--- src/hdl/cubic_joint_trajectory_assert.svh ---
// Assertion macros used by the cubic joint trajectory back end.
`ifndef CUBIC_JOINT_TRAJECTORY_ASSERT_SVH
`define CUBIC_JOINT_TRAJECTORY_ASSERT_SVH
`ifndef ASSERT_OFF
// The consequent must hold in the same cycle as the antecedent.
`define CJT_ASSERT_IMP(label, clk, rst_n, ante, cons) \
    label: assert property (@(posedge clk) disable iff (!rst_n) (ante) |-> (cons)) \
        else $error("cubic joint trajectory assertion failed");
// The consequent must hold in the cycle after the antecedent.
`define CJT_ASSERT_NXT(label, clk, rst_n, ante, cons) \
    label: assert property (@(posedge clk) disable iff (!rst_n) (ante) |=> (cons)) \
        else $error("cubic joint trajectory assertion failed");
`else
`define CJT_ASSERT_IMP(label, clk, rst_n, ante, cons)
`define CJT_ASSERT_NXT(label, clk, rst_n, ante, cons)
`endif
`endif

--- src/hdl/cjt_pkg.sv ---
// Types and constants shared by the cubic joint trajectory modules.
package cjt_pkg;

    // Default build values.
    localparam int CJT_JOINTS    = 16;
    localparam int CJT_FRAC_BITS = 16;

    // At most this many results per tick, as the joint field is four bits wide.
    localparam int MAX_OUT = 16;

    // Command queue between front and back.
    localparam int QUEUE_DEPTH = 2;
    localparam int QUEUE_PW    = (QUEUE_DEPTH > 1) ? $clog2(QUEUE_DEPTH) : 1;
    localparam int QUEUE_CW    = $clog2(QUEUE_DEPTH + 1);

    // Reset values of the configuration registers.
    localparam logic [31:0] RST_MOVE_DURATION = 32'd1;
    localparam logic [31:0] RST_START_TIME    = 32'd0;
    localparam logic [4:0]  RST_JOINT_COUNT   = 5'd6;

    typedef enum logic {
        OP_LOAD = 1'b0,
        OP_TICK = 1'b1
    } t_opcode;

    typedef enum logic [1:0] {
        REG_MOVE_DURATION = 2'd0,
        REG_START_TIME    = 2'd1,
        REG_JOINT_COUNT   = 2'd2
    } t_reg_idx;

    // Where a tick falls relative to the motion window.
    typedef enum logic [1:0] {
        MODE_START  = 2'd0,
        MODE_GOAL   = 2'd1,
        MODE_INTERP = 2'd2
    } t_mode;

    typedef enum logic [2:0] {
        ST_IDLE = 3'd0,
        ST_DIV  = 3'd1,
        ST_SQR  = 3'd2,
        ST_CUBE = 3'd3,
        ST_WALK = 3'd4
    } t_state;

    // Configuration register set.
    typedef struct packed {
        logic [31:0] move_duration;
        logic [31:0] start_time;
        logic [4:0]  joint_count;
    } t_cfg;

    // Classified command as it travels through the queue.
    typedef struct packed {
        t_opcode            op;
        logic [3:0]         idx;
        logic signed [31:0] init_pos;
        logic signed [31:0] goal_pos;
        t_mode              mode;
        logic [31:0]        elapsed;
    } t_cmd;

endpackage

--- src/hdl/cjt_ram.sv ---
// Generic single-port-write, single-port-read RAM with registered read data.
module cjt_ram #(
    parameter int WIDTH = 64,
    parameter int DEPTH = cjt_pkg::CJT_JOINTS,
    localparam int AW = (DEPTH > 1) ? $clog2(DEPTH) : 1
) (
    input  logic             i_clk,
    input  logic             i_we,
    input  logic [AW-1:0]    i_waddr,
    input  logic [WIDTH-1:0] i_wdata,
    input  logic             i_re,
    input  logic [AW-1:0]    i_raddr,
    output logic [WIDTH-1:0] o_rdata
);

    logic [WIDTH-1:0] r_mem [DEPTH];
    logic [WIDTH-1:0] r_rdata;

    // Write port.
    always_ff @(posedge i_clk) begin
        if (i_we) begin
            r_mem[i_waddr] <= i_wdata;
        end
    end

    // Registered read port; data holds while no read is requested.
    always_ff @(posedge i_clk) begin
        if (i_re) begin
            r_rdata <= r_mem[i_raddr];
        end
    end

    assign o_rdata = r_rdata;

endmodule

--- src/hdl/cjt_front.sv ---
// Front end: accepts input beats and classifies ticks against the motion window.
module cjt_front (
    input  logic                 i_clk,
    input  logic                 i_rst_n,
    input  cjt_pkg::t_cfg        i_cfg,
    input  logic                 i_in_valid,
    output logic                 o_in_ready,
    input  logic                 i_opcode,
    input  logic [3:0]           i_joint_index,
    input  logic signed [31:0]   i_init_pos,
    input  logic signed [31:0]   i_goal_pos,
    input  logic [31:0]          i_current_time,
    output logic                 o_push_valid,
    input  logic                 i_push_ready,
    output cjt_pkg::t_cmd        o_push_data
);

    logic          r_valid;
    cjt_pkg::t_cmd r_cmd;
    cjt_pkg::t_cmd n_cmd;
    logic [32:0]   end_time;
    logic          accept;

    // Classify the time: at or before start, at or after end, or in between.
    always_comb begin
        end_time      = {1'b0, i_cfg.start_time} + {1'b0, i_cfg.move_duration};
        n_cmd.op       = cjt_pkg::t_opcode'(i_opcode);
        n_cmd.idx      = i_joint_index;
        n_cmd.init_pos = i_init_pos;
        n_cmd.goal_pos = i_goal_pos;
        n_cmd.elapsed  = i_current_time - i_cfg.start_time;
        if (i_current_time <= i_cfg.start_time) begin
            n_cmd.mode = cjt_pkg::MODE_START;
        end else if ({1'b0, i_current_time} >= end_time) begin
            n_cmd.mode = cjt_pkg::MODE_GOAL;
        end else begin
            n_cmd.mode = cjt_pkg::MODE_INTERP;
        end
    end

    assign o_in_ready = !r_valid || i_push_ready;
    assign accept     = i_in_valid && o_in_ready;

    // One holding register in front of the queue.
    always_ff @(posedge i_clk) begin
        if (!i_rst_n) begin
            r_valid <= 1'b0;
        end else if (accept) begin
            r_valid <= 1'b1;
        end else if (i_push_ready) begin
            r_valid <= 1'b0;
        end
    end

    always_ff @(posedge i_clk) begin
        if (accept) begin
            r_cmd <= n_cmd;
        end
    end

    assign o_push_valid = r_valid;
    assign o_push_data  = r_cmd;

endmodule

--- src/hdl/cjt_queue.sv ---
// Short command queue that decouples the front end from the back end.
module cjt_queue (
    input  logic          i_clk,
    input  logic          i_rst_n,
    input  logic          i_push_valid,
    output logic          o_push_ready,
    input  cjt_pkg::t_cmd i_push_data,
    output logic          o_pop_valid,
    input  logic          i_pop,
    output cjt_pkg::t_cmd o_pop_data
);

    cjt_pkg::t_cmd                    r_mem [cjt_pkg::QUEUE_DEPTH];
    logic [cjt_pkg::QUEUE_PW-1:0]     r_wptr;
    logic [cjt_pkg::QUEUE_PW-1:0]     r_rptr;
    logic [cjt_pkg::QUEUE_CW-1:0]     r_count;
    logic                             push;
    logic                             pop;

    assign o_push_ready = (r_count != cjt_pkg::QUEUE_CW'(cjt_pkg::QUEUE_DEPTH));
    assign o_pop_valid  = (r_count != '0);
    assign push         = i_push_valid && o_push_ready;
    assign pop          = i_pop && o_pop_valid;
    assign o_pop_data   = r_mem[r_rptr];

    // Pointers wrap at the queue depth.
    always_ff @(posedge i_clk) begin
        if (!i_rst_n) begin
            r_wptr  <= '0;
            r_rptr  <= '0;
            r_count <= '0;
        end else begin
            if (push) begin
                r_wptr <= (r_wptr == cjt_pkg::QUEUE_PW'(cjt_pkg::QUEUE_DEPTH - 1)) ?
                          '0 : r_wptr + 1'b1;
            end
            if (pop) begin
                r_rptr <= (r_rptr == cjt_pkg::QUEUE_PW'(cjt_pkg::QUEUE_DEPTH - 1)) ?
                          '0 : r_rptr + 1'b1;
            end
            if (push && !pop) begin
                r_count <= r_count + 1'b1;
            end else if (pop && !push) begin
                r_count <= r_count - 1'b1;
            end
        end
    end

    // Entry storage.
    always_ff @(posedge i_clk) begin
        if (push) begin
            r_mem[r_wptr] <= i_push_data;
        end
    end

endmodule

--- src/hdl/cjt_back.sv ---
// Back end: serial divide, blend weight, and per-joint interpolation pipeline.
`include "cubic_joint_trajectory_assert.svh"
module cjt_back #(
    parameter int JOINTS    = cjt_pkg::CJT_JOINTS,
    parameter int FRAC_BITS = cjt_pkg::CJT_FRAC_BITS
) (
    input  logic                 i_clk,
    input  logic                 i_rst_n,
    input  cjt_pkg::t_cfg        i_cfg,
    input  logic                 i_cmd_valid,
    input  cjt_pkg::t_cmd        i_cmd,
    output logic                 o_cmd_pop,
    output logic                 o_out_valid,
    input  logic                 i_out_ready,
    output logic [3:0]           o_out_joint,
    output logic signed [31:0]   o_position,
    output logic                 o_last
);

    localparam int AW    = (JOINTS > 1) ? $clog2(JOINTS) : 1;
    localparam int SW    = $clog2(FRAC_BITS + 1);
    localparam int PB    = FRAC_BITS + 35;
    localparam int LIMIT = (JOINTS < cjt_pkg::MAX_OUT) ? JOINTS : cjt_pkg::MAX_OUT;

    cjt_pkg::t_state         r_state, n_state;
    logic [31:0]             r_rem, n_rem;
    logic [FRAC_BITS-1:0]    r_quo, n_quo;
    logic [FRAC_BITS-1:0]    r_q, n_q;
    logic [FRAC_BITS:0]      r_h, n_h;
    logic [SW-1:0]           r_step, n_step;
    logic [4:0]              r_jnt, n_jnt;

    logic [4:0]              joint_lim;
    logic                    advance;
    logic                    issue;
    logic                    last_issue;
    logic                    ram_we;
    logic [32:0]             rem_dbl;
    logic [2*FRAC_BITS-1:0]  sq;
    logic [FRAC_BITS+1:0]    wgt;
    logic [2*FRAC_BITS+1:0]  cube;

    logic [63:0]             ram_rdata;
    logic signed [31:0]      rd_start;
    logic signed [31:0]      rd_goal;
    logic signed [32:0]      diff;
    logic signed [FRAC_BITS+1:0] h_signed;
    logic signed [PB-1:0]    prod;
    logic signed [PB-1:0]    blend_sum;

    logic                    r_v1, r_last1;
    logic [3:0]              r_jid1;
    logic                    r_v2, r_last2;
    logic [3:0]              r_jid2;
    logic signed [PB-1:0]    r_prod;
    logic signed [31:0]      r_a2;
    logic                    r_vo, r_last_o;
    logic [3:0]              r_jid_o;
    logic signed [31:0]      r_pos;

    // Effective joint count: zero acts as one, clamped to the table size and to MAX_OUT.
    always_comb begin
        if (i_cfg.joint_count == 5'd0) begin
            joint_lim = 5'd1;
        end else if (i_cfg.joint_count > 5'(LIMIT)) begin
            joint_lim = 5'(LIMIT);
        end else begin
            joint_lim = i_cfg.joint_count;
        end
    end

    // Datapath pieces for the divide and the blend weight.
    assign rem_dbl    = {r_rem, 1'b0};
    assign sq         = r_quo * r_quo;
    assign wgt        = {2'b11, {FRAC_BITS{1'b0}}} - {1'b0, r_quo, 1'b0};
    assign cube       = r_q * wgt;
    assign advance    = !r_vo || i_out_ready;
    assign last_issue = ((r_jnt + 5'd1) == joint_lim);

    // Sequencer: next state and control.
    always_comb begin
        n_state   = r_state;
        n_rem     = r_rem;
        n_quo     = r_quo;
        n_q       = r_q;
        n_h       = r_h;
        n_step    = r_step;
        n_jnt     = r_jnt;
        o_cmd_pop = 1'b0;
        ram_we    = 1'b0;
        issue     = 1'b0;
        case (r_state)
            cjt_pkg::ST_IDLE: begin
                if (i_cmd_valid) begin
                    if (i_cmd.op == cjt_pkg::OP_LOAD) begin
                        o_cmd_pop = 1'b1;
                        ram_we    = (int'(i_cmd.idx) < JOINTS);
                    end else if (!r_v1 && !r_v2) begin
                        // A tick waits until no beat of the previous walk is ahead of the output register.
                        o_cmd_pop = 1'b1;
                        n_jnt     = '0;
                        case (i_cmd.mode)
                            cjt_pkg::MODE_START: begin
                                n_h     = '0;
                                n_state = cjt_pkg::ST_WALK;
                            end
                            cjt_pkg::MODE_GOAL: begin
                                n_h     = {1'b1, {FRAC_BITS{1'b0}}};
                                n_state = cjt_pkg::ST_WALK;
                            end
                            default: begin
                                n_rem   = i_cmd.elapsed;
                                n_quo   = '0;
                                n_step  = '0;
                                n_state = cjt_pkg::ST_DIV;
                            end
                        endcase
                    end
                end
            end
            cjt_pkg::ST_DIV: begin
                // Restoring division, one quotient bit per cycle.
                if (rem_dbl >= {1'b0, i_cfg.move_duration}) begin
                    n_rem = 32'(rem_dbl - {1'b0, i_cfg.move_duration});
                    n_quo = {r_quo[FRAC_BITS-2:0], 1'b1};
                end else begin
                    n_rem = rem_dbl[31:0];
                    n_quo = {r_quo[FRAC_BITS-2:0], 1'b0};
                end
                n_step = r_step + 1'b1;
                if (r_step == SW'(FRAC_BITS - 1)) begin
                    n_state = cjt_pkg::ST_SQR;
                end
            end
            cjt_pkg::ST_SQR: begin
                n_q     = sq[2*FRAC_BITS-1:FRAC_BITS];
                n_state = cjt_pkg::ST_CUBE;
            end
            cjt_pkg::ST_CUBE: begin
                n_h     = cube[2*FRAC_BITS:FRAC_BITS];
                n_state = cjt_pkg::ST_WALK;
            end
            cjt_pkg::ST_WALK: begin
                if (advance) begin
                    issue = 1'b1;
                    n_jnt = r_jnt + 5'd1;
                    if (last_issue) begin
                        n_state = cjt_pkg::ST_IDLE;
                    end
                end
            end
            default: begin
                n_state = cjt_pkg::ST_IDLE;
            end
        endcase
    end

    // Sequencer state register.
    always_ff @(posedge i_clk) begin
        if (!i_rst_n) begin
            r_state <= cjt_pkg::ST_IDLE;
        end else begin
            r_state <= n_state;
        end
    end

    // Sequencer working registers.
    always_ff @(posedge i_clk) begin
        r_rem  <= n_rem;
        r_quo  <= n_quo;
        r_q    <= n_q;
        r_h    <= n_h;
        r_step <= n_step;
        r_jnt  <= n_jnt;
    end

    // Endpoint table: goal in the upper half, start in the lower half.
    cjt_ram #(
        .WIDTH (64),
        .DEPTH (JOINTS)
    ) u_table (
        .i_clk   (i_clk),
        .i_we    (ram_we),
        .i_waddr (AW'(i_cmd.idx)),
        .i_wdata ({i_cmd.goal_pos, i_cmd.init_pos}),
        .i_re    (issue),
        .i_raddr (AW'(r_jnt)),
        .o_rdata (ram_rdata)
    );

    // Blend: start + floor((goal - start) * h / 2^FRAC_BITS).
    assign rd_start  = ram_rdata[31:0];
    assign rd_goal   = ram_rdata[63:32];
    assign diff      = 33'(rd_goal) - 33'(rd_start);
    assign h_signed  = $signed({1'b0, r_h});
    assign prod      = diff * h_signed;
    assign blend_sum = (r_prod >>> FRAC_BITS) + PB'(r_a2);

    // Pipeline valids advance together; the whole pipe stalls on the output.
    always_ff @(posedge i_clk) begin
        if (!i_rst_n) begin
            r_v1 <= 1'b0;
            r_v2 <= 1'b0;
            r_vo <= 1'b0;
        end else if (advance) begin
            r_v1 <= issue;
            r_v2 <= r_v1;
            r_vo <= r_v2;
        end
    end

    // Pipeline payload.
    always_ff @(posedge i_clk) begin
        if (advance) begin
            r_last1  <= last_issue;
            r_jid1   <= r_jnt[3:0];
            r_prod   <= prod;
            r_a2     <= rd_start;
            r_last2  <= r_last1;
            r_jid2   <= r_jid1;
            r_pos    <= blend_sum[31:0];
            r_last_o <= r_last2;
            r_jid_o  <= r_jid2;
        end
    end

    assign o_out_valid = r_vo;
    assign o_out_joint = r_jid_o;
    assign o_position  = r_pos;
    assign o_last      = r_last_o;

    // A tick never starts while a beat of the previous walk is ahead of the output register.
    `CJT_ASSERT_IMP(a_tick_pop_drained, i_clk, i_rst_n, o_cmd_pop && (i_cmd.op == cjt_pkg::OP_TICK), !r_v1 && !r_v2)
    // The division remainder stays below the divisor.
    `CJT_ASSERT_IMP(a_rem_below_div, i_clk, i_rst_n, r_state == cjt_pkg::ST_DIV, r_rem < i_cfg.move_duration)
    // The walk never addresses a joint beyond the count.
    `CJT_ASSERT_IMP(a_walk_in_range, i_clk, i_rst_n, r_state == cjt_pkg::ST_WALK, r_jnt < joint_lim)
    // The marked beat carries the final joint.
    `CJT_ASSERT_IMP(a_last_is_final, i_clk, i_rst_n, r_vo && r_last_o, r_jid_o == 4'(joint_lim - 5'd1))
    // Issuing the final joint ends the walk.
    `CJT_ASSERT_NXT(a_walk_ends, i_clk, i_rst_n, issue && last_issue, r_state == cjt_pkg::ST_IDLE)

endmodule

--- src/hdl/cubic_joint_trajectory.sv ---
// Load beat: goes through the front register and queue into the endpoint table; no result.
// Tick beat: interpolating ticks run the serial divider, then square and cube steps for
// the blend weight; results then follow one per cycle while the output is not stalled.
// Ticks outside the motion window skip the divider and blend weight and walk at once.
// Synchronous active-low reset clears control state and sets the configuration
// registers; endpoint table contents are undefined until loaded.
module cubic_joint_trajectory #(
    parameter int JOINTS    = cjt_pkg::CJT_JOINTS,
    parameter int FRAC_BITS = cjt_pkg::CJT_FRAC_BITS
) (
    input  logic                 i_clk,
    input  logic                 i_rst_n,
    input  logic                 i_in_valid,
    output logic                 o_in_ready,
    input  logic                 i_opcode,
    input  logic [3:0]           i_joint_index,
    input  logic signed [31:0]   i_init_pos,
    input  logic signed [31:0]   i_goal_pos,
    input  logic [31:0]          i_current_time,
    output logic                 o_out_valid,
    input  logic                 i_out_ready,
    output logic [3:0]           o_out_joint,
    output logic signed [31:0]   o_position,
    output logic                 o_last,
    input  logic                 i_cfg_we,
    input  logic [1:0]           i_cfg_addr,
    input  logic [31:0]          i_cfg_data
);

    cjt_pkg::t_cfg r_cfg;
    logic          push_valid;
    logic          push_ready;
    cjt_pkg::t_cmd push_data;
    logic          pop_valid;
    logic          pop;
    cjt_pkg::t_cmd pop_data;

    // Configuration registers.
    always_ff @(posedge i_clk) begin
        if (!i_rst_n) begin
            r_cfg.move_duration <= cjt_pkg::RST_MOVE_DURATION;
            r_cfg.start_time    <= cjt_pkg::RST_START_TIME;
            r_cfg.joint_count   <= cjt_pkg::RST_JOINT_COUNT;
        end else if (i_cfg_we) begin
            case (cjt_pkg::t_reg_idx'(i_cfg_addr))
                cjt_pkg::REG_MOVE_DURATION: r_cfg.move_duration <= i_cfg_data;
                cjt_pkg::REG_START_TIME:    r_cfg.start_time    <= i_cfg_data;
                cjt_pkg::REG_JOINT_COUNT:   r_cfg.joint_count   <= i_cfg_data[4:0];
                default: begin
                end
            endcase
        end
    end

    // Front end.
    cjt_front u_front (
        .i_clk          (i_clk),
        .i_rst_n        (i_rst_n),
        .i_cfg          (r_cfg),
        .i_in_valid     (i_in_valid),
        .o_in_ready     (o_in_ready),
        .i_opcode       (i_opcode),
        .i_joint_index  (i_joint_index),
        .i_init_pos     (i_init_pos),
        .i_goal_pos     (i_goal_pos),
        .i_current_time (i_current_time),
        .o_push_valid   (push_valid),
        .i_push_ready   (push_ready),
        .o_push_data    (push_data)
    );

    // Command queue.
    cjt_queue u_queue (
        .i_clk        (i_clk),
        .i_rst_n      (i_rst_n),
        .i_push_valid (push_valid),
        .o_push_ready (push_ready),
        .i_push_data  (push_data),
        .o_pop_valid  (pop_valid),
        .i_pop        (pop),
        .o_pop_data   (pop_data)
    );

    // Back end.
    cjt_back #(
        .JOINTS    (JOINTS),
        .FRAC_BITS (FRAC_BITS)
    ) u_back (
        .i_clk       (i_clk),
        .i_rst_n     (i_rst_n),
        .i_cfg       (r_cfg),
        .i_cmd_valid (pop_valid),
        .i_cmd       (pop_data),
        .o_cmd_pop   (pop),
        .o_out_valid (o_out_valid),
        .i_out_ready (i_out_ready),
        .o_out_joint (o_out_joint),
        .o_position  (o_position),
        .o_last      (o_last)
    );

endmodule
--- config.mk ---
export PLATFORM = sky130hd
export DESIGN_NAME = cubic_joint_trajectory
export DESIGN_NICKNAME = d
export VERILOG_FILES = /design/src/hdl/cjt_pkg.sv /design/src/hdl/cjt_ram.sv /design/src/hdl/cjt_front.sv /design/src/hdl/cjt_queue.sv /design/src/hdl/cjt_back.sv /design/src/hdl/cubic_joint_trajectory.sv
export VERILOG_INCLUDE_DIRS = /design/src /design/src/hdl
export SDC_FILE = /design/constraint.sdc
export NUM_CORES = 2
export LEC_CHECK = 0
export BUFFER_PORTS_ARGS = -buffer_cell sky130_fd_sc_hd__clkbuf_2
export CAP_MARGIN = 5
export CELL_PAD_IN_SITES_DETAIL_PLACEMENT = 1
export CELL_PAD_IN_SITES_GLOBAL_PLACEMENT = 2
export CORE_UTILIZATION = 46
export CTS_CLUSTER_DIAMETER = 150
export CTS_CLUSTER_SIZE = 30
export DETAILED_ROUTE_END_ITERATION = 7
export GPL_ROUTABILITY_DRIVEN = 0
export GPL_TIMING_DRIVEN = 0
export PLACE_DENSITY_LB_ADDON = 0.25
export SLEW_MARGIN = 20
export SYNTH_ARGS = -nofsm -noshare
export SYNTH_HDL_FRONTEND = slang
export SYNTH_SLANG_ARGS = --single-unit
--- constraint.sdc ---
create_clock -name i_clk -period 12.25 [get_ports i_clk]
set_input_delay 1.225 -clock i_clk [delete_from_list [all_inputs] [get_ports i_clk]]
set_output_delay 1.225 -clock i_clk [all_outputs]
set_load 0.03 [all_outputs]
==> run_results.csv <==
group,metric,value,unit
yosys,synth-seq-cells,1680,
setup_path,cp_top_family,"adder cells",
yosys,netlist_area,103000,µm²
cts,cts.hold.buffers_added,0,
floorplan,die_h,476,µm
sta,slew_headroom,0.209,
setup_path,critPathKind,"flop to flop",
sta,worst_pin_slew,1190,ps
setup_path,start_kind,"flop",
yosys,ys_seq_area_frac,0.481,
global_route,grt_pass1_wl,437000,µm
routing,routedWlPerCell,26.3,µm
sta,finalHoldViolCount,0,
cts,clk_path_buf_depth,3,
cts,clk_latency,800,ps
global_route,gr-total-overflow,0,
setup_path,worst_path_max_delay_cell,"nor2_1",
setup_path,critPathMaxFanout,10,
placement,hpwl,227000,µm
sta,maxSlewViolCount,0,
floorplan,io_pins,179,
global_route,grt_pass1_vias,67800,
status,status,"finished, final reports clean",
floorplan,die_w,476,µm
setup_path,crit_path_frequent_cell,"fa_1",
flow_run,max_cap_violations,0,
routing,drc_errors,0,
sta,tns,0,ps
setup_path,worstPathArrival,11310,ps
routing,viasPerCell,5.56,
sta,setup_violations,0,
yosys,synth_nets,9262,
cts,cts_tree,"done",
cts,root_buffer,"clkbuf_16",
routing,postRouteAntennaNets,0,
floorplan,row_count,173,
setup_path,required,12720,ps
floorplan,coreArea,223000,µm²
cells_and_area,syn_to_final_growth,8.57,%
yosys,yosysWarnings,0,
cts,cts_setup_buffers,0,
cts,h-tree-depth,3,
global_route,track_usage,0.264,
global_route,grt_max_degree,92,
sta,skew,85.0,ps
sta,post-route-period-util,0.886,
yosys,synthDistinctLibCells,84,
sta,timing.fmax,0.0922,GHz
setup_path,max_stage_delay,820,ps
routing,via_count,61500,
cts,clock-sinks,1680,
routing,dr.first_iter.drc_count,4759,
global_route,grt_antenna_before_repair,22,
cells_and_area,nets,9593,
cells_and_area,fillers,22400,
routing,drtPass1Iterations,6,
sta,period_needed,10850,ps
cts,cts_resized,0,
yosys,synth_edf_count,1599,
cts,cts-buffers-inserted,69,
setup_path,endpoint_kind,"flop",
yosys,avgSynthCellArea,13.4,µm²
worst_hold_path,hold_path.class,"flop to flop",
floorplan,start_util,0.464,
floorplan,die-area,226000,µm²
setup_path,worst-path-buf-inv,5,
routing,drt_wl_total,291000,µm
sta,rsz0062_at_grt,"no",
placement,io_buffers,177,
yosys,async_reset_ff_frac,0,
cts,cts.clk_slew.worst_paths,130,ps
yosys,synth-main-ff-cell,"edfxtp_1",
yosys,syn_inst,7731,
cells_and_area,drive_above_1_share,0.105,
## cell usage after synthesis (12+ instances only)
cell type	number	area (µm²)
edfxtp_1	1599	48000
inv_1	1234	4630
fa_1	889	17800
nand2_1	721	2710
ha_1	502	6280
and2_1	396	2480
mux4_2	320	7210
clkbuf_1	241	905
nor2_1	225	845
a21oi_1	178	891
xnor2_1	157	1380
o21ai_0	116	581
a21o_1	104	781
nor2b_1	96	601
dfxtp_1	81	1620
a21boi_0	77	578
xor2_1	74	648
mux2_2	67	754
nor3_1	60	300
nand2b_1	53	332
o21a_1	53	398
nand3_1	47	235
and3_1	42	263
mux2i_1	40	400
buf_1	39	146
a211oi_1	28	210
nand4_1	28	175
o211ai_1	28	210
a31oi_1	25	156
or3_1	17	106
o21bai_1	14	105
o31ai_1	13	97.6
a211o_1	12	105
or2_2	12	75.1
## layer usage
layer,up-vias,GRT usage,share of wire
met5,-,0,0.00012
met4,4,0.0628,0.025
met3,289,0.0334,0.061
met2,1877,0.442,0.49
met1,32400,0.366,0.43
li1,26900,-,-
## final timing paths
check / startpoint / to / slack [ps] / cells after the start
hold / removal: u_back.r_last2 / u_back.o_last / 440 / 0
hold reg to reg: u_back.r_last2 / u_back.o_last / 440 / 0
setup reg to reg: u_back.u_table.o_rdata[1] / u_back.r_prod[47] / 1400 / 34
setup / recovery: u_back.u_table.o_rdata[1] / u_back.r_prod[47] / 1400 / 34
## logic make-up (layout without fill, tap and decap cells)
group                    after synthesis  in the layout  share of synthesized area
adder cells (fa/ha/maj)             1391           1391                      0.233
AND/OR/NAND/NOR                     1751           1751                     0.0829
other                                  0              6                          0
flip-flops                          1680           1680                      0.481
buffers and inverters               1527           1882                     0.0556
AO/OA/AOI/OAI                        723            723                     0.0468
XOR/XNOR                             232            232                     0.0198
multiplexers                         427            427                     0.0810
## registers in the layout (all words and copies together) (netlist names), 64 cells and up, named ones only
| name | cells |
|---|---|
| u_back.u_table.r_mem | 1024 |
| u_front.o_push_data | 103 |
| r_cfg | 69 |
| u_queue.r_mem | 206 |
| u_back.u_table.o_rdata | 64 |
## final cells by class
| type | instances | area [µm²] | share of cell area |
|---|---|---|---|
| Clock inverter | 15 | 348 | 0.00310 |
| Clock buffer | 80 | 1780 | 0.0159 |
| Antenna cell | 6 | 15.0 | 0.000134 |
| Sequential cell | 1680 | 49600 | 0.443 |
| Timing Repair Buffer | 260 | 2650 | 0.0236 |
| Buffer | 286 | 1120 | 0.0100 |
| Tap cell | 2975 | 3720 | 0.0332 |
| Inverter | 1241 | 4670 | 0.0416 |
| Multi-Input combinational cell | 4524 | 48200 | 0.430 |
## cell usage in the layout (no fill, tap or decap), drive strengths merged, types with 7 or more instances in the layout
| cell | count |
|---|---|
| o21bai | 14 |
| nand3 | 47 |
| a211o | 12 |
| o21a | 53 |
| xor2 | 74 |
| clkbuf | 510 |
| mux4 | 320 |
| mux2 | 67 |
| o211ai | 30 |
| or3 | 17 |
| o21ai | 118 |
| buf | 116 |
| nor2b | 97 |
| fa | 889 |
| edfxtp | 1599 |
| nor2 | 225 |
| a211oi | 31 |
| nand4 | 28 |
| xnor2 | 157 |
| a21oi | 179 |
| a21o | 104 |
| nor4 | 8 |
| nand2b | 53 |
| and2 | 402 |
| clkinv | 15 |
| mux2i | 40 |
| a31oi | 25 |
| dfxtp | 81 |
| o31a | 7 |
| or2 | 12 |
| nand2 | 721 |
| or4 | 7 |
| ha | 502 |
| inv | 1241 |
| and3 | 42 |
| a21boi | 77 |
| nor3b | 8 |
| o31ai | 15 |
| nor3 | 60 |
## through the flow
stage | setup WS [ps] | instance area [µm²] | instances | hold slack [ps] | utilization
finish | 1400 | 112000 | 11100 | 438 | 0.503
global route | 873 | 112000 | 11100 | 449 | 0.503
CTS | 1340 | 112000 | 11100 | 441 | 0.503
detailed placement | 1450 | 110000 | 11000 | 410 | 0.494
global placement | 1230 | 108000 | 10900 | 406 | 0.484
floorplan | 3450 | 103000 | 7731 | 400 | -
Power is left out: the tool's default activity adds up to more than one toggle a clock period on the data nets, which glitch-free logic cannot reach.
